[config.mk]
export PLATFORM = sky130hd
export DESIGN_NAME = pcr_front
export DESIGN_NICKNAME = d
export VERILOG_FILES = /design/src/pcr_pkg.sv /design/src/pcr_front.sv
export SDC_FILE = /design/constraint.sdc
export NUM_CORES = 1
export LEC_CHECK = 0
export ABC_AREA = 1
export BUFFER_PORTS_ARGS = -buffer_cell sky130_fd_sc_hd__buf_2
export CORE_UTILIZATION = 36
export CTS_CLUSTER_DIAMETER = 60
export DETAILED_ROUTE_END_ITERATION = 12
export GPL_TIMING_DRIVEN = 0
export PLACE_DENSITY_LB_ADDON = 0.12
export SLEW_MARGIN = 20
export SYNTH_ARGS = -nofsm -noshare
export SYNTH_HDL_FRONTEND = slang
export SYNTH_SLANG_ARGS = --single-unit
[constraint.sdc]
create_clock -name clock -period 6.6 [get_ports clock]
set_input_delay 0.33 -clock clock [delete_from_list [all_inputs] [get_ports clock]]
set_output_delay 0.33 -clock clock [all_outputs]
set_load 0.01 [all_outputs]
[src/pcr_pkg.sv]
package pcr_pkg;

   localparam int unsigned DepthDefault = 16384;
   localparam int unsigned CapWidth = 15;
   localparam logic [CapWidth-1:0] CapReset = 15'd16384;

   typedef enum logic [1:0] {
      OP_PUSH  = 2'd0,
      OP_READ  = 2'd1,
      OP_CLEAR = 2'd2,
      OP_NONE  = 2'd3
   } op_type;

   // back stage sequence: execute, memory read, output
   typedef enum logic [1:0] {
      ST_EXEC,
      ST_READ,
      ST_OUT
   } st_type;

   // one classified command from front to back
   typedef struct packed {
      op_type       op;
      logic [15:0]  pcm;
      logic [13:0]  index;
   } cmd_type;

   // Float32 to int16: clamp, scale by 32767 or 32768, round half even.
   // 32768 scaling is exact. The 32767 product is first rounded to float
   // precision (24 significant bits, ties to even), then to integer, so a
   // product just below .5 that rounds up to .5 as a float takes the tie rule.
   function automatic logic [15:0] to_pcm16(input logic [31:0] bits);
      logic        sgn;
      logic [7:0]  ex;
      logic [23:0] man;
      logic [47:0] prod;
      logic [47:0] fix;
      logic [16:0] ip;
      logic        half, sticky, up, rnd;
      logic [16:0] mag;
      int          sh;
      sgn  = bits[31];
      ex   = bits[30:23];
      man  = {1'b1, bits[22:0]};
      to_pcm16 = 16'd0;
      if (ex == 8'hFF) begin
         to_pcm16 = 16'd0;
      end else if (ex >= 8'd127) begin
         to_pcm16 = sgn ? 16'h8000 : 16'h7FFF;
      end else if (ex < 8'd110) begin
         to_pcm16 = 16'd0;
      end else begin
         if (sgn) prod = {9'd0, man, 15'd0};
         else     prod = {9'd0, man, 15'd0} - {24'd0, man};
         // positive product has its top bit at 38 or 37; keep 24 bits
         if (!sgn) begin
            if (prod[38]) begin
               rnd  = prod[14] & ((|prod[13:0]) | prod[15]);
               prod = {prod[47:15] + 33'(rnd), 15'd0};
            end else begin
               rnd  = prod[13] & ((|prod[12:0]) | prod[14]);
               prod = {prod[47:14] + 34'(rnd), 14'd0};
            end
         end
         // value = prod * 2^(ex-127-23); integer point at bit (150-ex)
         sh     = 150 - int'(ex);
         fix    = prod >> sh;
         ip     = fix[16:0];
         half   = prod[sh-1];
         sticky = |(prod & ((48'd1 << (sh-1)) - 48'd1));
         up     = half & (sticky | ip[0]);
         mag    = ip + {16'd0, up};
         to_pcm16 = sgn ? 16'(~mag + 17'd1) : mag[15:0];
      end
   endfunction

endpackage

[src/pcr_front.sv]
module pcr_front (
   input  logic               clock,
   input  logic               reset,
   input  logic               req_tvalid,
   output logic               req_tready,
   input  logic [47:0]        req_tdata,
   output logic               q_valid,
   input  logic               q_ready,
   output pcr_pkg::cmd_type   q_cmd
);

   pcr_pkg::cmd_type cmd_ff, cmd_in;
   logic             valid_ff;

   // decode and convert
   always_comb begin
      cmd_in.op    = pcr_pkg::op_type'(req_tdata[1:0]);
      cmd_in.index = req_tdata[47:34];
      cmd_in.pcm   = (req_tdata[1:0] == pcr_pkg::OP_PUSH) ?
                     pcr_pkg::to_pcm16(req_tdata[33:2]) : 16'd0;
   end

   assign req_tready = !valid_ff || q_ready;

   always_ff @(posedge clock) begin
      if (reset) begin
         valid_ff <= 1'b0;
      end else if (req_tready) begin
         valid_ff <= req_tvalid;
      end
      if (req_tvalid && req_tready) begin
         cmd_ff <= cmd_in;
      end
   end

   assign q_valid = valid_ff;
   assign q_cmd   = cmd_ff;

endmodule

==> flow_metrics.py <==
metrics = {
    "outcome": {
        "status": "complete, no violations",
    },
    "die": {
        "die-area_sq_mm": 0.0247,
        "io_pins": 86,
        "die_x_microns": 157,
        "placementRows": 56,
        "fp.dieH_microns": 157,
        "fp.coreArea_sq_mm": 0.0235,
        "start_util": 0.368,
    },
    "clocking": {
        "root_buffer": "clkbuf_16",
        "hold_buffers": 0,
        "cts_tree": "built",
        "clock_latency_ns": 0.28,
        "htree_levels": 2,
        "numCtsBuffers": 5,
        "clock_sinks": 33,
        "clock_path_buffers": 2,
        "path_clk_slew_ns": 0.05,
        "postCtsSetupRepairBufs": 0,
    },
    "synth": {
        "synth_commonest_cells": "531 x nand2_1, 284 x nand3_1, 200 x inv_1",
        "yosysTopAreaCell": "nand2_1",
        "synth.most_common_cell": "nand2_1",
        "yosysUniqueCellTypes": 51,
        "ys_top_cells_by_area": "nand2_1 23%, nand3_1 16%, edfxtp_1 11%, inv_1 8.7%, nor2_1 7.3%",
        "synth_edf_count": 32,
        "syn_area_per_cell_sq_um": 5.26,
        "synth_area_sq_mm": 0.00866,
        "netlist_instances": 1648,
        "ys.flop_type": "edfxtp_1",
        "synth_warnings": 0,
        "yosysSeqAreaShare": 0.113,
        "ys_ff_latch": 33,
        "synth_top_area_frac": 0.230,
        "syn_nets": 1718,
        "synth-async-reset-ratio": 0,
    },
    "timing": {
        "final_hold_viol_count": 0,
        "fmax_mhz": 167,
        "whs_ns": 0.199,
        "drv_slew": 0,
        "setup_violations": 0,
        "finalCritPeriodShare": 0.905,
        "worstMarginPinSlew_ns": 0.638,
        "period_minus_slack_ns": 5.97,
        "rsz0062_at_grt": "false",
        "slew_headroom": 0.572,
        "finalClockSkew_ns": 0.00879,
        "fin_setup_tns_ns": 0,
    },
    "global_route": {
        "antenna_found_initial": 0,
        "grt-ovfl-total": 0,
        "grt_pass1_vias": 9903,
        "grt_max_degree": 18,
        "grt_pass1_wl_microns": 52700,
        "grtUsageTotal": 0.276,
    },
    "setup_path": {
        "cp-start-kind": "primary input",
        "cp_common_cell": "nand2_1",
        "setup.worst_path.end": "q_cmd[29]$_SDFFCE_PP0P_",
        "cpMaxStageDelayCell": "nor3_1",
        "crit_required_ns": 6.63,
        "reg2regPathDepth": 2,
        "criticalPathCategory": "primary input to flip-flop",
        "r2r_end": "q_cmd[17]$_SDFFCE_PP0P_",
        "worstReg2RegStart": "q_valid$_SDFFE_PP0N_",
        "slowest_delay_ns": 0.41,
        "r2r_setup_slack_ns": 5.19,
        "critPathLaunch": "req_tdata[3]",
        "crit_arrival_ns": 6.00,
        "endpoint_kind": "flip-flop",
        "path_max_fanout": 6,
    },
    "placement": {
        "gp_congestion": 1.00,
        "dp_hpwl_microns": 29000,
        "io_buffer_count": 84,
        "placed_area_sq_mm": 0.00952,
    },
    "cells_and_area": {
        "seqCellArea_sq_um": 981,
        "fill_cells": 2728,
        "multi_input_area_sq_mm": 0.00667,
        "diodes": 0,
        "area_delta_synth_final_pct": 11.6,
        "drive_gt1_frac": 0.159,
        "fin_area_sq_mm": 0.00966,
        "final_core_util": 0.411,
        "final_nets": 1810,
    },
    "routing": {
        "viasPerCell": 5.36,
        "vias": 11000,
        "wl_per_cell_microns": 16.5,
        "routed_wirelength_microns": 34000,
        "drc": 0,
        "dr.pass1.iters": 5,
        "ant_nets": 0,
        "drt_iter0_markers": 1000,
    },
    "power": {
        "ir_drop_mv": 0.0895,
        "power_leakage_nw": 5.10,
        "power_density_mw_per_mm2": 125,
    },
    "flow_run": {
        "cap_violations": 0,
    },
    "hold_path": {
        "hp-class": "primary input to flip-flop",
        "min-delay-start": "reset",
    },
}
## layout by cell type (no fill, tap or decap), types with 14 or more instances in the layout
cell,count
nand2_1,531
nand3_1,284
inv_1,200
nor2_1,166
buf_2,100
nand4_1,54
a21oi_1,54
nand2_2,41
nor2_2,39
edfxtp_1,32
inv_2,27
o21ai_0,27
nor2_4,22
o21ai_1,19
nor3_1,19
ha_1,18
nand3_2,14
## worst max-delay path, delay by kind of cell
kind | cells | cell delay, ns
AOI/OAI and AO/OA | 2 | 0.17
adders and majority gates | 4 | 0.97
buffers and inverters | 5 | 0.44
and+or+nand+nor | 32 | 4.04
## final cells by class
type / instances / area share
clock inverters: 2 / 0.00104
inverters: 230 / 0.0893
plain buffers: 33 / 0.0168
repair buffers: 85 / 0.0463
multi-input cells: 1352 / 0.690
flip-flops and latches: 33 / 0.102
clock buffers: 6 / 0.0133
well taps: 319 / 0.0413
## repair_timing
item / CTS / global route
hold endpoints to repair: 0 / 0
resized for setup: 0 / 2
setup endpoints to repair: 0 / 3
## through the flow
step,worst slack (ns),total power [mW],instances
after CTS,0.584,1.20,2060
after detailed placement,0.326,0.976,2052
after global routing,0.0792,1.31,2060
final,0.628,1.21,2060
after global placement,0.284,0.974,2051
after floorplan,1.81,0.768,1648
## worst min-delay path by stage
stage	to	cells past startpoint	slack (ns)
after detailed placement	q_valid$_SDFFE_PP0N_	2	0.49
after CTS	q_valid$_SDFFE_PP0N_	2	0.19
after global placement	q_valid$_SDFFE_PP0N_	2	0.48
after floorplan	q_valid$_SDFFE_PP0N_	1	0.40
final	q_valid$_SDFFE_PP0N_	2	0.20
after global routing	q_valid$_SDFFE_PP0N_	2	0.20
## flip-flops by register name, summed over array words and instances, names as in the netlist
register,flops
q_cmd,32
q_valid,1
## cell families (layout without fill, tap and decap cells)
logic type	Yosys count	in the layout	share of synthesized area
xor+xnor	6	6	0.00823
compound gates	130	130	0.0864
simple gates	1198	1198	0.648
buf+inv	263	356	0.118
flops	33	33	0.113
fa+ha+maj	18	18	0.0260
## metal layers
layer,GRT usage,vias to the layer above,share of wire
met5,0,-,0
met4,0.0823,0,0.029
met3,0.0284,64,0.067
met2,0.449,415,0.45
met1,0.381,5009,0.46
li1,-,5558,-
## where the power goes
part           total, mW  switching (mW)  internal [mW]
Clock              0.218          0.0803          0.138
Sequential         0.248         0.00285          0.246
Combinational      0.740           0.526          0.214
(Power assumes the default switching activity.)
